`src/rtl/stqd_pkg.sv`:
```
// ----------------------------------------------------------------------------
// stqd_pkg
// Shared types and codes of the serial transmit queue dispatcher.
// ----------------------------------------------------------------------------
package stqd_pkg;

	// operation codes of an input item
	localparam logic [1:0] OP_ENQUEUE  = 2'd0;
	localparam logic [1:0] OP_UART_DONE = 2'd1;
	localparam logic [1:0] OP_SPI_DONE  = 2'd2;
	localparam logic [1:0] OP_I2C_EVENT = 2'd3;

	// link codes of an entry
	localparam logic [1:0] LINK_UART = 2'd0;
	localparam logic [1:0] LINK_SPI  = 2'd1;
	localparam logic [1:0] LINK_I2C  = 2'd2;

	// ring and channel indexes
	localparam logic [1:0] RING_GENERAL = 2'd0;
	localparam logic [1:0] RING_UART    = 2'd1;
	localparam logic [1:0] RING_SPI     = 2'd2;
	localparam logic [1:0] RING_I2C     = 2'd3;

	// result actions
	localparam logic [2:0] ACT_UART_SEND = 3'd0;
	localparam logic [2:0] ACT_SPI_SEND  = 3'd1;
	localparam logic [2:0] ACT_I2C_START = 3'd2;
	localparam logic [2:0] ACT_I2C_ADDR  = 3'd3;
	localparam logic [2:0] ACT_I2C_BYTE  = 3'd4;
	localparam logic [2:0] ACT_I2C_STOP  = 3'd5;
	localparam logic [2:0] ACT_NOTIFY    = 3'd6;
	localparam logic [2:0] ACT_DROPPED   = 3'd7;

	typedef enum logic [1:0] {
		SLOT_FREE = 2'd0,
		SLOT_WAIT = 2'd1,
		SLOT_SEND = 2'd2
	} slot_stat_t;

	typedef enum logic [1:0] {
		PH_ADDR = 2'd0,
		PH_BODY = 2'd1,
		PH_STOP = 2'd2
	} i2c_phase_t;

	typedef struct packed {
		logic [1:0] link;
		logic [7:0] data;
		logic [7:0] slave;
		logic [7:0] regaddr;
		logic       reg_avail;
		logic       notify_en;
		logic [7:0] tag;
	} slot_t;

	typedef enum logic [2:0] {
		ST_IDLE,
		ST_OP,
		ST_NOTE,
		ST_SETTLE,
		ST_DISP,
		ST_FLUSH
	} ctl_state_t;

	// controller to datapath
	typedef struct packed {
		logic       accept;
		logic       op;
		logic       note;
		logic       disp;
		logic [1:0] ring;
		logic       flush;
	} cmd_t;

	// datapath to controller
	typedef struct packed {
		logic need_note;
	} sts_t;

endpackage

```
`src/rtl/stqd_ring.sv`:
```
// ----------------------------------------------------------------------------
// stqd_ring
// One transmit ring: slot status flops, read and write pointers, entry memory.
// ----------------------------------------------------------------------------
module stqd_ring #(
	parameter int DEPTH = 8
) (
	input  logic            clk,
	input  logic            arst_n,
	input  logic            wr_en,
	input  stqd_pkg::slot_t wr_data,
	input  logic            send_head,
	input  logic            free_head,
	output logic            wr_free,
	output stqd_pkg::slot_stat_t head_stat,
	output stqd_pkg::slot_t head_data
);

	localparam int PW = (DEPTH > 1) ? $clog2(DEPTH) : 1;
	localparam logic [PW-1:0] LAST_IDX = PW'(DEPTH - 1);

	stqd_pkg::slot_stat_t stat_q [DEPTH];
	logic [PW-1:0] wr_ptr_q;
	logic [PW-1:0] rd_ptr_q;
	stqd_pkg::slot_t mem [DEPTH];
	stqd_pkg::slot_t rd_data_q;

	assign wr_free   = (stat_q[wr_ptr_q] == stqd_pkg::SLOT_FREE);
	assign head_stat = stat_q[rd_ptr_q];
	assign head_data = rd_data_q;

	always_ff @(posedge clk or negedge arst_n) begin
		if (!arst_n) begin
			for (int i = 0; i < DEPTH; i++) stat_q[i] <= stqd_pkg::SLOT_FREE;
			wr_ptr_q <= '0;
			rd_ptr_q <= '0;
		end else begin
			if (wr_en) begin
				stat_q[wr_ptr_q] <= stqd_pkg::SLOT_WAIT;
				wr_ptr_q <= (wr_ptr_q == LAST_IDX) ? '0 : wr_ptr_q + 1'b1;
			end
			if (send_head) stat_q[rd_ptr_q] <= stqd_pkg::SLOT_SEND;
			if (free_head) begin
				stat_q[rd_ptr_q] <= stqd_pkg::SLOT_FREE;
				rd_ptr_q <= (rd_ptr_q == LAST_IDX) ? '0 : rd_ptr_q + 1'b1;
			end
		end
	end

	always_ff @(posedge clk) begin
		if (wr_en) mem[wr_ptr_q] <= wr_data;
		rd_data_q <= mem[rd_ptr_q];
	end

endmodule

```
`src/rtl/stqd_datapath.sv`:
```
// ----------------------------------------------------------------------------
// stqd_datapath
// Rings, channel busy flags, i2c phase and the result register pair.
// ----------------------------------------------------------------------------
module stqd_datapath #(
	parameter int GENERAL_DEPTH = 8,
	parameter int UART_DEPTH    = 8,
	parameter int SPI_DEPTH     = 8,
	parameter int I2C_DEPTH     = 8
) (
	input  logic           clk,
	input  logic           arst_n,
	input  stqd_pkg::cmd_t cmd,
	output stqd_pkg::sts_t sts,
	input  logic [1:0]     operation,
	input  logic [7:0]     payload_byte,
	input  logic [1:0]     target_link,
	input  logic           use_general,
	input  logic           has_slave,
	input  logic [7:0]     slave_address,
	input  logic           has_register,
	input  logic [7:0]     register_address,
	input  logic           notify_enable,
	input  logic [7:0]     notify_tag,
	output logic           strobe,
	output logic [2:0]     action,
	output logic [7:0]     out_byte,
	output logic [7:0]     done_tag,
	output logic           last
);

	// latched item
	logic [1:0]      op_q;
	logic [7:0]      byte_q;
	logic [1:0]      link_q;
	logic            gen_q;
	stqd_pkg::slot_t new_slot_q;

	logic [3:0]           busy_q;
	stqd_pkg::i2c_phase_t phase_q;
	logic                 reg_done_q;
	logic [1:0]           owner_q;
	logic [1:0]           ch_q;

	logic                 pend_v_q;
	logic [2:0]           pend_act_q;
	logic [7:0]           pend_byte_q;
	logic [7:0]           pend_tag_q;

	logic                 wr_en [4];
	logic                 send_head [4];
	logic                 free_head [4];
	logic                 wr_free [4];
	stqd_pkg::slot_stat_t head_stat [4];
	stqd_pkg::slot_t      head_data [4];

	logic [1:0] enq_ring;
	logic       enq_drop;
	logic       own_ded;
	logic       own_gen;
	logic       owner_ok;
	logic [1:0] owner;
	stqd_pkg::slot_t own_slot;
	stqd_pkg::slot_t note_slot;
	stqd_pkg::slot_t disp_slot;
	logic       disp_go;
	logic [1:0] disp_ch;

	logic       res_v;
	logic [2:0] res_act;
	logic [7:0] res_byte;
	logic [7:0] res_tag;

	stqd_ring #(.DEPTH(GENERAL_DEPTH)) u_ring_gen (
		.clk, .arst_n, .wr_en(wr_en[0]), .wr_data(new_slot_q),
		.send_head(send_head[0]), .free_head(free_head[0]), .wr_free(wr_free[0]),
		.head_stat(head_stat[0]), .head_data(head_data[0]));
	stqd_ring #(.DEPTH(UART_DEPTH)) u_ring_uart (
		.clk, .arst_n, .wr_en(wr_en[1]), .wr_data(new_slot_q),
		.send_head(send_head[1]), .free_head(free_head[1]), .wr_free(wr_free[1]),
		.head_stat(head_stat[1]), .head_data(head_data[1]));
	stqd_ring #(.DEPTH(SPI_DEPTH)) u_ring_spi (
		.clk, .arst_n, .wr_en(wr_en[2]), .wr_data(new_slot_q),
		.send_head(send_head[2]), .free_head(free_head[2]), .wr_free(wr_free[2]),
		.head_stat(head_stat[2]), .head_data(head_data[2]));
	stqd_ring #(.DEPTH(I2C_DEPTH)) u_ring_i2c (
		.clk, .arst_n, .wr_en(wr_en[3]), .wr_data(new_slot_q),
		.send_head(send_head[3]), .free_head(free_head[3]), .wr_free(wr_free[3]),
		.head_stat(head_stat[3]), .head_data(head_data[3]));

	always_comb begin
		enq_ring = gen_q ? stqd_pkg::RING_GENERAL : link_q + 2'd1;
		enq_drop = (link_q == 2'd3) || !wr_free[enq_ring];
		// operation code doubles as the channel index for done and i2c events
		own_ded  = (head_stat[op_q] == stqd_pkg::SLOT_SEND);
		own_gen  = busy_q[0] && (head_stat[0] == stqd_pkg::SLOT_SEND)
			&& (head_data[0].link == op_q - 2'd1);
		owner_ok = busy_q[op_q] && (own_ded || own_gen);
		owner    = own_ded ? op_q : stqd_pkg::RING_GENERAL;
		own_slot = head_data[owner];
		note_slot = head_data[owner_q];
		disp_slot = head_data[cmd.ring];
		disp_ch  = disp_slot.link + 2'd1;
		disp_go  = !busy_q[cmd.ring] && (head_stat[cmd.ring] == stqd_pkg::SLOT_WAIT)
			&& (disp_slot.link != 2'd3) && !busy_q[disp_ch];
	end

	always_comb begin
		for (int r = 0; r < 4; r++) begin
			wr_en[r]     = cmd.op && (op_q == stqd_pkg::OP_ENQUEUE) && !enq_drop
				&& (enq_ring == 2'(r));
			send_head[r] = cmd.disp && disp_go && (cmd.ring == 2'(r));
			free_head[r] = cmd.note && (owner_q == 2'(r));
		end
	end

	// one result at most per step
	always_comb begin
		res_v         = 1'b0;
		res_act       = stqd_pkg::ACT_DROPPED;
		res_byte      = '0;
		res_tag       = '0;
		sts.need_note = 1'b0;
		if (cmd.op) begin
			unique case (op_q)
				stqd_pkg::OP_ENQUEUE: begin
					if (enq_drop) begin
						res_v    = 1'b1;
						res_act  = stqd_pkg::ACT_DROPPED;
						res_byte = byte_q;
					end
				end
				stqd_pkg::OP_UART_DONE, stqd_pkg::OP_SPI_DONE: begin
					sts.need_note = owner_ok;
				end
				default: begin
					if (owner_ok) begin
						res_v = 1'b1;
						unique case (phase_q)
							stqd_pkg::PH_BODY: begin
								res_act  = stqd_pkg::ACT_I2C_BYTE;
								res_byte = (own_slot.reg_avail && !reg_done_q)
									? own_slot.regaddr : own_slot.data;
							end
							stqd_pkg::PH_STOP: begin
								res_act       = stqd_pkg::ACT_I2C_STOP;
								sts.need_note = 1'b1;
							end
							default: begin
								res_act  = stqd_pkg::ACT_I2C_ADDR;
								res_byte = own_slot.slave;
							end
						endcase
					end
				end
			endcase
		end else if (cmd.note) begin
			if (note_slot.notify_en) begin
				res_v   = 1'b1;
				res_act = stqd_pkg::ACT_NOTIFY;
				res_tag = note_slot.tag;
			end
		end else if (cmd.disp && disp_go) begin
			res_v = 1'b1;
			unique case (disp_slot.link)
				stqd_pkg::LINK_UART: begin
					res_act  = stqd_pkg::ACT_UART_SEND;
					res_byte = disp_slot.data;
				end
				stqd_pkg::LINK_SPI: begin
					res_act  = stqd_pkg::ACT_SPI_SEND;
					res_byte = disp_slot.data;
				end
				default: res_act = stqd_pkg::ACT_I2C_START;
			endcase
		end
	end

	always_ff @(posedge clk) begin
		if (cmd.accept) begin
			op_q   <= operation;
			byte_q <= payload_byte;
			link_q <= target_link;
			gen_q  <= use_general;
			new_slot_q.link      <= target_link;
			new_slot_q.data      <= payload_byte;
			new_slot_q.slave     <= has_slave ? slave_address : 8'd0;
			new_slot_q.regaddr   <= has_slave ? register_address : 8'd0;
			new_slot_q.reg_avail <= has_slave & has_register;
			new_slot_q.notify_en <= notify_enable;
			new_slot_q.tag       <= notify_tag;
		end
		if (cmd.op) begin
			owner_q <= owner;
			ch_q    <= op_q;
		end
	end

	always_ff @(posedge clk or negedge arst_n) begin
		if (!arst_n) begin
			busy_q     <= '0;
			phase_q    <= stqd_pkg::PH_ADDR;
			reg_done_q <= 1'b0;
		end else begin
			if (cmd.op && (op_q == stqd_pkg::OP_I2C_EVENT) && owner_ok) begin
				unique case (phase_q)
					stqd_pkg::PH_BODY: begin
						if (own_slot.reg_avail && !reg_done_q) reg_done_q <= 1'b1;
						else phase_q <= stqd_pkg::PH_STOP;
					end
					stqd_pkg::PH_STOP: phase_q <= stqd_pkg::PH_ADDR;
					default: begin
						phase_q    <= stqd_pkg::PH_BODY;
						reg_done_q <= 1'b0;
					end
				endcase
			end
			if (cmd.note) begin
				busy_q[owner_q] <= 1'b0;
				busy_q[ch_q]    <= 1'b0;
			end
			if (cmd.disp && disp_go) begin
				busy_q[cmd.ring] <= 1'b1;
				busy_q[disp_ch]  <= 1'b1;
			end
		end
	end

	// hold one result back so the final one can carry last
	always_ff @(posedge clk or negedge arst_n) begin
		if (!arst_n) begin
			pend_v_q <= 1'b0;
			strobe   <= 1'b0;
		end else begin
			strobe <= 1'b0;
			if (res_v) begin
				pend_v_q <= 1'b1;
				strobe   <= pend_v_q;
			end else if (cmd.flush && pend_v_q) begin
				pend_v_q <= 1'b0;
				strobe   <= 1'b1;
			end
		end
	end

	always_ff @(posedge clk) begin
		if (res_v) begin
			pend_act_q  <= res_act;
			pend_byte_q <= res_byte;
			pend_tag_q  <= res_tag;
		end
		if ((res_v && pend_v_q) || (cmd.flush && pend_v_q)) begin
			action   <= pend_act_q;
			out_byte <= pend_byte_q;
			done_tag <= pend_tag_q;
			last     <= !res_v;
		end
	end

endmodule

```
`src/rtl/stqd_ctrl.sv`:
```
// ----------------------------------------------------------------------------
// stqd_ctrl
// Sequencer: event step, completion step, settle step, four dispatch steps, flush.
// ----------------------------------------------------------------------------
module stqd_ctrl (
	input  logic           clk,
	input  logic           arst_n,
	input  logic           start,
	output logic           busy,
	input  stqd_pkg::sts_t sts,
	output stqd_pkg::cmd_t cmd
);

	stqd_pkg::ctl_state_t state_q, state_d;
	logic [1:0] ring_q;

	always_ff @(posedge clk or negedge arst_n) begin
		if (!arst_n) begin
			state_q <= stqd_pkg::ST_IDLE;
			ring_q  <= '0;
		end else begin
			state_q <= state_d;
			if (state_q == stqd_pkg::ST_DISP) ring_q <= ring_q + 2'd1;
			else ring_q <= '0;
		end
	end

	always_comb begin
		state_d = state_q;
		unique case (state_q)
			stqd_pkg::ST_IDLE:   if (start) state_d = stqd_pkg::ST_OP;
			stqd_pkg::ST_OP:     state_d = sts.need_note ? stqd_pkg::ST_NOTE
				: stqd_pkg::ST_SETTLE;
			stqd_pkg::ST_NOTE:   state_d = stqd_pkg::ST_SETTLE;
			stqd_pkg::ST_SETTLE: state_d = stqd_pkg::ST_DISP;
			stqd_pkg::ST_DISP:   if (ring_q == 2'd3) state_d = stqd_pkg::ST_FLUSH;
			stqd_pkg::ST_FLUSH:  state_d = stqd_pkg::ST_IDLE;
			default:             state_d = stqd_pkg::ST_IDLE;
		endcase
	end

	always_comb begin
		busy       = (state_q != stqd_pkg::ST_IDLE);
		cmd.accept = start && (state_q == stqd_pkg::ST_IDLE);
		cmd.op     = (state_q == stqd_pkg::ST_OP);
		cmd.note   = (state_q == stqd_pkg::ST_NOTE);
		cmd.disp   = (state_q == stqd_pkg::ST_DISP);
		cmd.ring   = ring_q;
		cmd.flush  = (state_q == stqd_pkg::ST_FLUSH);
	end

endmodule

```
`src/rtl/serial_transmit_queue_dispatcher_core.sv`:
```
// ----------------------------------------------------------------------------
// serial_transmit_queue_dispatcher_core
// Four transmit rings dispatched onto uart, spi and i2c links.
// ----------------------------------------------------------------------------
// An item is taken when start is high and busy low. It runs one event step,
// a completion step only when it completes an entry (done event or i2c stop),
// a settle step for the ring memory read, one dispatch step per ring and a
// flush step. Up to five results follow, one cycle each, marked by strobe;
// the last one carries last and may show in the first idle cycle. Results
// cannot be held off.
module serial_transmit_queue_dispatcher_core #(
	parameter int GENERAL_DEPTH = 8,
	parameter int UART_DEPTH    = 8,
	parameter int SPI_DEPTH     = 8,
	parameter int I2C_DEPTH     = 8
) (
	input  logic       clk,
	input  logic       arst_n,
	input  logic       start,
	output logic       busy,
	input  logic [1:0] operation,
	input  logic [7:0] payload_byte,
	input  logic [1:0] target_link,
	input  logic       use_general,
	input  logic       has_slave,
	input  logic [7:0] slave_address,
	input  logic       has_register,
	input  logic [7:0] register_address,
	input  logic       notify_enable,
	input  logic [7:0] notify_tag,
	output logic       strobe,
	output logic [2:0] action,
	output logic [7:0] out_byte,
	output logic [7:0] done_tag,
	output logic       last
);

	stqd_pkg::cmd_t cmd;
	stqd_pkg::sts_t sts;

	stqd_ctrl u_ctrl (
		.clk, .arst_n, .start, .busy, .sts, .cmd);

	stqd_datapath #(
		.GENERAL_DEPTH(GENERAL_DEPTH), .UART_DEPTH(UART_DEPTH),
		.SPI_DEPTH(SPI_DEPTH), .I2C_DEPTH(I2C_DEPTH)
	) u_dp (
		.clk, .arst_n, .cmd, .sts, .operation, .payload_byte, .target_link,
		.use_general, .has_slave, .slave_address, .has_register, .register_address,
		.notify_enable, .notify_tag, .strobe, .action, .out_byte, .done_tag, .last);

endmodule

```
`config.mk`:
```
export PLATFORM = sky130hd
export DESIGN_NAME = serial_transmit_queue_dispatcher_core
export DESIGN_NICKNAME = d
export VERILOG_FILES = /design/src/rtl/stqd_pkg.sv /design/src/rtl/stqd_ring.sv /design/src/rtl/stqd_datapath.sv /design/src/rtl/stqd_ctrl.sv /design/src/rtl/serial_transmit_queue_dispatcher_core.sv
export SDC_FILE = /design/constraint.sdc
export NUM_CORES = 1
export LEC_CHECK = 0
export BUFFER_PORTS_ARGS = -buffer_cell sky130_fd_sc_hd__buf_2
export CAP_MARGIN = 20
export CORE_MARGIN = 3
export CORE_UTILIZATION = 50
export DETAILED_ROUTE_END_ITERATION = 10
export PLACE_DENSITY = 0.66
export SETUP_SLACK_MARGIN = 0.1
export SLEW_MARGIN = 30
export SYNTH_ARGS = -nofsm -noshare
export SYNTH_HDL_FRONTEND = slang
export SYNTH_SLANG_ARGS = --single-unit
```
`constraint.sdc`:
```
create_clock -name clk -period 8.3 [get_ports clk]
set_clock_uncertainty 0.2 [all_clocks]
set_input_delay 1.66 -clock clk [delete_from_list [all_inputs] [get_ports clk]]
set_output_delay 1.66 -clock clk [all_outputs]
set_load 0.1 [all_outputs]
```
After elaboration in Yosys (flattened, before gate mapping)

Memory sizes are Yosys's and may differ from the RTL's. A register that Yosys moved wholly into a read port is not among the register bits.
Cells that the tools add are included.

Bitwise gates (word level): 55
Magnitude comparators: 30
Reductions and logical operators: 67
$add $sub $neg: 12
Equality and inequality tests: 38
Mux-type cells: 145

Operator list:

| cell                                                       | count |
|---|---|
| binary-select mux 36 bit (select 2 bit)                    | 3 |
| two-way mux 16 bit                                         | 12 |
| two-way mux 36 bit                                         | 2 |
| two-way mux 34 bit                                         | 2 |
| bitwise AND 16 bit                                         | 4 |
| bitwise AND 8 bit                                          | 8 |
| two-way mux 2 bit                                          | 32 |
| NOT 16 bit                                                 | 4 |
| NOT 8 bit                                                  | 8 |
| OR 8 bit                                                   | 8 |
| two-way mux 8 bit                                          | 7 |
| binary-select mux 2 bit (select 3 bit)                     | 8 |
| demux 2 bit (select 3 bit)                                 | 8 |
| two-way mux 3 bit                                          | 15 |
| logical AND 1 bit                                          | 39 |
| two-way mux 1 bit                                          | 33 |
| >= comparator 4 bit, second input constant                 | 8 |
| less-than comparator 4 x 1 -> 1 bit, second input constant | 8 |
| NOT 3 -> 4 bit                                             | 8 |
| one-hot mux 8 bit (2 select lines)                         | 2 |
| == test 3 bit, second input constant                       | 10 |
| adder 3 x 1 -> 3 bit, second input constant                | 8 |
| == test 2 bit, second input constant                       | 12 |
| zero test 2 bit                                            | 9 |
| 35 further kinds                                           | 89 |

Bits in writable memories: 1152
Memories kept: 4
Bits of input ports: 43
Word-level logic and storage cells: 416
Output and inout port bits: 22
Flip-flop bits (word level): 184

Memory list:

| memory               | words | width | rd ports | clocked after Yosys merged registers in | wr ports | line            | RTL |
|---|---|---|---|---|---|---|---|
| u_dp.u_ring_gen.mem  | 8     | 36    | 1        | 1                                       | 1        | stqd_ring.sv:25 | `stqd_pkg::slot_t mem [DEPTH];` |
| u_dp.u_ring_i2c.mem  | 8     | 36    | 1        | 1                                       | 1        | stqd_ring.sv:25 |  |
| u_dp.u_ring_spi.mem  | 8     | 36    | 1        | 1                                       | 1        | stqd_ring.sv:25 |  |
| u_dp.u_ring_uart.mem | 8     | 36    | 1        | 1                                       | 1        | stqd_ring.sv:25 |  |

Longest topological paths before layout

Depth after elaboration: 19
Mapped depth: 12
Gate-level depth less buffers: 10

Modules after synthesis

A second synthesis with hierarchy kept.

Cells, all modules: 3047
Area total of the unflattened synthesis: 56828.3 um^2

By module, submodules not included:

| module                           | instances | sequential area each (um^2) | area each (um^2) | cells an instance |
|---|---|---|---|---|
| stqd_ring at u_dp.u_ring_i2c ... | 2         | 9919.5                      | 12843.6          | 677 |
| stqd_ring at u_dp.u_ring_gen     | 1         | 9919.5                      | 12926.1          | 594 |
| stqd_ring at u_dp.u_ring_uart    | 1         | 9919.5                      | 12839.8          | 677 |
| stqd_datapath                    | 1         | 2687.6                      | 5108.6           | 395 |
| stqd_ctrl                        | 1         | 125.1                       | 266.5            | 27 |

Least setup slack after synthesis

Ideal clock, no wire load.

Path type: register -> register
From: register, netlist name u_dp.new_slot_q[34]
To: register u_dp.u_ring_spi.stat_q[12] (netlist bit)
Arrival: 6391 ps
Stages on the path, launching flop included: 10
Setup slack: 1628 ps
Library setup time: 80 ps
Period minus slack after synthesis: 6672 ps
Path buffers: 2
Cell sequence: edfxtp_1 -> ha_1 -> nor3b_1 -> a21oi_1 -> and2_1 -> buf_2 -> nand4_1 -> buf_2 -> nor4b_1 -> o22a_1

RTL lines:

| element                         | line            | RTL |
|---|---|---|
| to (signal, indexed assignment) | stqd_ring.sv:39 | `stat_q[wr_ptr_q] <= stqd_pkg::SLOT_WAIT;` |
| to (signal, indexed assignment) | stqd_ring.sv:42 | `if (send_head) stat_q[rd_ptr_q] <= stqd_pkg::SLOT_SEND;` |
| to (signal, indexed assignment) | stqd_ring.sv:44 | `stat_q[rd_ptr_q] <= stqd_pkg::SLOT_FREE;` |
| to (decl)                       | stqd_ring.sv:22 | `stqd_pkg::slot_stat_t stat_q [DEPTH];` |

Worst setup path in the final report

From: register u_dp.u_ring_i2c.rd_ptr_q[2]
To: register u_dp.action[1], enable pin

Word-level cells in the longest chain between the ends: 17
Elaborated cells on any way between the ends: 25
Classes of those cells: eq/ne (2); mux (14); bitwise (1); reduce/logical (8)

RTL lines:

| element                                                 | line                 | RTL |
|---|---|---|
| from (decl)                                             | stqd_ring.sv:24      | `logic [PW-1:0] rd_ptr_q;` |
| from (signal assigned)                                  | stqd_ring.sv:45      | `rd_ptr_q <= (rd_ptr_q == LAST_IDX) ? '0 : rd_ptr_q + 1'b1;` |
| NOT 3 -> 4 bit (not written as such) *                  | stqd_ring.sv:29      | `assign head_stat = stat_q[rd_ptr_q];` |
| binary-select mux 2 bit (select 3 bit) *                | stqd_ring.sv:29      |  |
| two-way mux 2 bit (not written as such) * (2 in series) | stqd_ring.sv:29      |  |
| binary-select mux 2 bit (select 2 bit)                  | stqd_datapath.sv:104 | `disp_go = !busy_q[cmd.ring] && (head_stat[cmd.ring] == stqd_pkg::SLOT_WAIT)` |
| two-way mux 2 bit (not written as such) (2 in series)   | stqd_datapath.sv:104 |  |
| == test 2 x 1 -> 1 bit                                  | stqd_datapath.sv:104 |  |
| logical AND 1 bit                                       | stqd_datapath.sv:104 |  |
| logical AND 1 bit (2 in series)                         | stqd_datapath.sv:105 | `&& (disp_slot.link != 2'd3) && !busy_q[disp_ch];` |
| logical AND 1 bit                                       | stqd_datapath.sv:163 | `end else if (cmd.disp && disp_go) begin` |
| two-way mux 1 bit                                       | stqd_datapath.sv:163 |  |
| two-way mux 1 bit                                       | stqd_datapath.sv:157 | `end else if (cmd.note) begin` |
| two-way mux 1 bit *                                     | stqd_datapath.sv:124 | `if (cmd.op) begin` |
| logical AND 1 bit *                                     | stqd_datapath.sv:252 | `if ((res_v && pend_v_q) \|\| (cmd.flush && pend_v_q)) begin` |
| logical OR 1 bit *                                      | stqd_datapath.sv:252 |  |
| to (signal assigned)                                    | stqd_datapath.sv:253 | `action <= pend_act_q;` |
| to (decl)                                               | stqd_datapath.sv:26  | `output logic [2:0] action,` |

Mark *: on every way between the ends. The rest lies on a longest branch, timed or not. The select of a mux whose other input is x is not followed.
A chain may end at the register's enable or synchronous reset.

==> results_dict.tcl <==
set metrics [dict create \
    reg2regPathDepth 11 \
    layout-drive-gt1-share_pct 18.1 \
    die_y_um 338 \
    pin_count 65 \
    track_usage_pct 27.0 \
    final_area_um2 62600 \
    cp-end-kind "flip-flop" \
    syn-instance-count 3232 \
    p_sw_share_pct 31.3 \
    drc_errors 0 \
    dpl.cell_count 4636 \
    grt_pass1_wl_um 219000 \
    grt_pass1_vias 30700 \
    hpwl_um 92300 \
    ctsResizeCount 0 \
    clock_sinks 1480 \
    status "complete, no violations" \
    synth_edf_count 1234 \
    worstSetupPathType "flip-flop to flip-flop" \
    drt-met1-wl_um 64100 \
    grt.overflow.total 0 \
    p_clk_share_pct 31.9 \
    syn_area_um2 55000 \
    hold_viol 0 \
    finalSetupTns_ns 0 \
    worstPathRequired_ns 8.60 \
    wl_met3_um 15000 \
    min_path_cells 0 \
    holdPathEnd "u_dp.done_tag[2]" \
    routabilityCongestion 0.982 \
    crit-reg2reg-launch "u_dp.u_ring_i2c.rd_ptr_q[2]" \
    yosys_warnings 0 \
    vias_per_cell 6.42 \
    critPathLaunchType "flip-flop" \
    tightest_slew_ns 0.965 \
    setup_viol 0 \
    syn_avg_cell_area_um2 17.0 \
    numPortBuffers 64 \
    root_buffer "clkbuf_16" \
    antenna_found_initial 14 \
    cts_max_level 4 \
    wl_per_cell_um 31.2 \
    crit_fanout 36 \
    async_flop_share_pct 6.89 \
    yosysTopAreaCell "edfxtp_1" \
    ys_types 71 \
    numCtsBuffers 147 \
    synthTopCellsByCount "1234 x edfxtp_1, 336 x a22oi_1, 152 x clkbuf_1" \
    cts_tree "done" \
    dr.pass1.iters 8 \
    num_rows 121 \
    fmax_mhz 182 \
    yosys-top-cells-area "edfxtp_1 67%, dfxtp_1 5.2%, dfrtp_1 4.6%, a22oi_1 4.6%, mux4_2 2.2%" \
    fp.dieArea_um2 114000 \
    antenna_left 0 \
    holdCritPathClass "flip-flop to flip-flop" \
    r2r_setup_slack_ns 2.79 \
    relSlewSlack_pct 35.5 \
    post-route-period-util_pct 66.3 \
    syn_to_final_growth_pct 13.8 \
    seq_area_frac_synth_pct 77.3 \
    clock_path_buffers 3 \
    highest_layer "met5" \
    start_util_pct 50.4 \
    post_cts_buffers 0 \
    syn-num-nets 3307 \
    vdd_ir_drop_max_mv 0.193 \
    power_per_cell_area_nw_per_um2 331 \
    wl_met2_um 69000 \
    power_mw 20.7 \
    finalNonFillerCells 4919 \
    cell_internal_pwr_mw 14.2 \
    r2r-end "u_dp.action[1]" \
    period_minus_slack_ns 5.51 \
    placed_area_um2 57600 \
    holdBufCountCts 0 \
    nFillCells 8158 \
    clock_latency_ns 0.75 \
    drv_cap 0 \
    ys_seq_elements 1480 \
    yosysMostFrequentCell "edfxtp_1" \
    slew_viol_final 0 \
    drt_wl_total_um 154000 \
    rsz0062_at_grt "false" \
    route.vias.total 31600 \
    clkSlewWorstSetupHoldPaths_ns 0.06 \
    nets 3449 \
    p_leak_nw 20.6 \
    coreArea_um2 109000 \
    power.switching_mw 6.48 \
    drt_iter0_drc 4202 \
    dieWidth_um 338 \
    hp-start "u_dp.pend_tag_q[2]" \
    grt_max_degree 63 \
    seqPwrFrac_pct 46.5 \
    comb_power_share_pct 21.5 \
    ys.flop_type "edfxtp_1" \
    cp.arrival_ns 5.81 \
    synth_top_area_share_pct 67.4 \
]
-- cells in the final DEF (no fill, tap or decap), types with 32 or more instances in the layout --
cell       instances
a22oi_1          336
mux2_2            87
dfrtp_1           96
a221oi_1          74
nor2_1            71
mux4_2            54
edfxtp_1        1234
buf_4            122
o21ai_0           87
nand3_1           45
buf_2             63
clkbuf_16        151
nand4_1           63
a21oi_1           97
dfxtp_1          144
a31oi_1           38
inv_1             55
ha_1              32
nand2_1           93
mux2i_1           70
clkbuf_1          39
-- cell families (layout without fill, tap and decap cells) --
group / Yosys count / count (layout) / share of synthesized area [%]
flip-flops: 1480 / 1480 / 77.3
other: 0 / 7 / 0
multiplexers: 211 / 211 / 5.27
buffers and inverters: 253 / 519 / 1.80
AO/OA/AOI/OAI: 791 / 791 / 10.5
AND/OR/NAND/NOR: 464 / 464 / 4.39
adder cells (fa/ha/maj): 32 / 32 / 0.728
XOR/XNOR: 1 / 1 / 0.0159
-- critical path, stage by stage, from the launching register on --
cell and delay (ns):
dfrtp_2 0.63, buf_4 0.51, nor3b_1 0.12, o21ai_0 0.40
a311oi_4 0.14, buf_4 0.27, nor2_1 0.75, inv_2 0.41
o31a_2 0.50, a221oi_1 0.85, a211oi_4 0.19, buf_6 0.23
-- flip-flops by register name, summed over array words and instances, names as in the netlist, 16 cells and up --
register and cells:
u_dp.u_ring_gen.mem 288, u_dp.u_ring_i2c.mem 288, u_dp.u_ring_spi.mem 288, u_dp.u_ring_uart.mem 288, u_dp.new_slot_q 36, u_dp.u_ring_gen.head_data 36, u_dp.u_ring_i2c.head_data 36, u_dp.u_ring_spi.head_data 36
u_dp.u_ring_uart.head_data 36, u_dp.u_ring_gen.stat_q 16, u_dp.u_ring_i2c.stat_q 16, u_dp.u_ring_spi.stat_q 16, u_dp.u_ring_uart.stat_q 16
-- cell type report --
type | count | area [um^2] | area share [%]
Antenna cell | 7 | 17.5 | 0.0280
Sequential cell | 1480 | 42500 | 67.9
Inverter | 58 | 218 | 0.348
Clock buffer | 203 | 4100 | 6.56
Clock inverter | 70 | 757 | 1.21
Multi-Input combinational cell | 1499 | 11900 | 19.0
Timing Repair Buffer | 188 | 1300 | 2.07
Tap cell | 1414 | 1770 | 2.83
-- worst max path at each step --
stage	from	end	slack [ns]	cells after the start
CTS	u_dp.u_ring_i2c.rd_ptr_q[2]	u_dp.done_tag[7]	2.59	10
detailed placement	u_dp.u_ring_i2c.rd_ptr_q[2]	u_dp.out_byte[5]	2.61	10
finish	u_dp.u_ring_i2c.rd_ptr_q[2]	u_dp.action[1]	2.79	11
global route	u_dp.u_ring_i2c.rd_ptr_q[2]	u_dp.out_byte[4]	2.51	11
global placement	u_dp.u_ring_i2c.rd_ptr_q[2]	u_dp.pend_tag_q[0]	2.86	10
floorplan	u_dp.new_slot_q[34]	u_dp.u_ring_spi.stat_q[12]	1.63	9
-- power groups by stage --
stage | Combinational [mW] | Sequential [mW] | Clock (mW)
floorplan | 2.60 | 9.42 | 0
global placement | 4.30 | 9.76 | 0
detailed placement | 4.38 | 9.75 | 0
CTS | 4.40 | 9.60 | 6.70
global route | 4.74 | 9.65 | 7.01
finish | 4.46 | 9.63 | 6.61
-- per-stage QoR --
step	worst slack, ns	utilization (%)	hold slack, ns
6_report	2.79	57.4	0.221
5_1_grt	2.51	57.4	0.232
4_1_cts	2.59	57.3	0.223
3_5_place_dp	2.61	52.8	0.210
3_3_place_gp	2.86	52.8	0.213
2_1_floorplan	1.63	-	0.200
-- layer usage --
layer	up-vias	GRT usage (%)
met5	-	0
met4	4	9.51
met2	1667	40.6
li1	13400	-
met3	232	6.12
met1	16300	39.1
(Power assumes the default switching activity.)
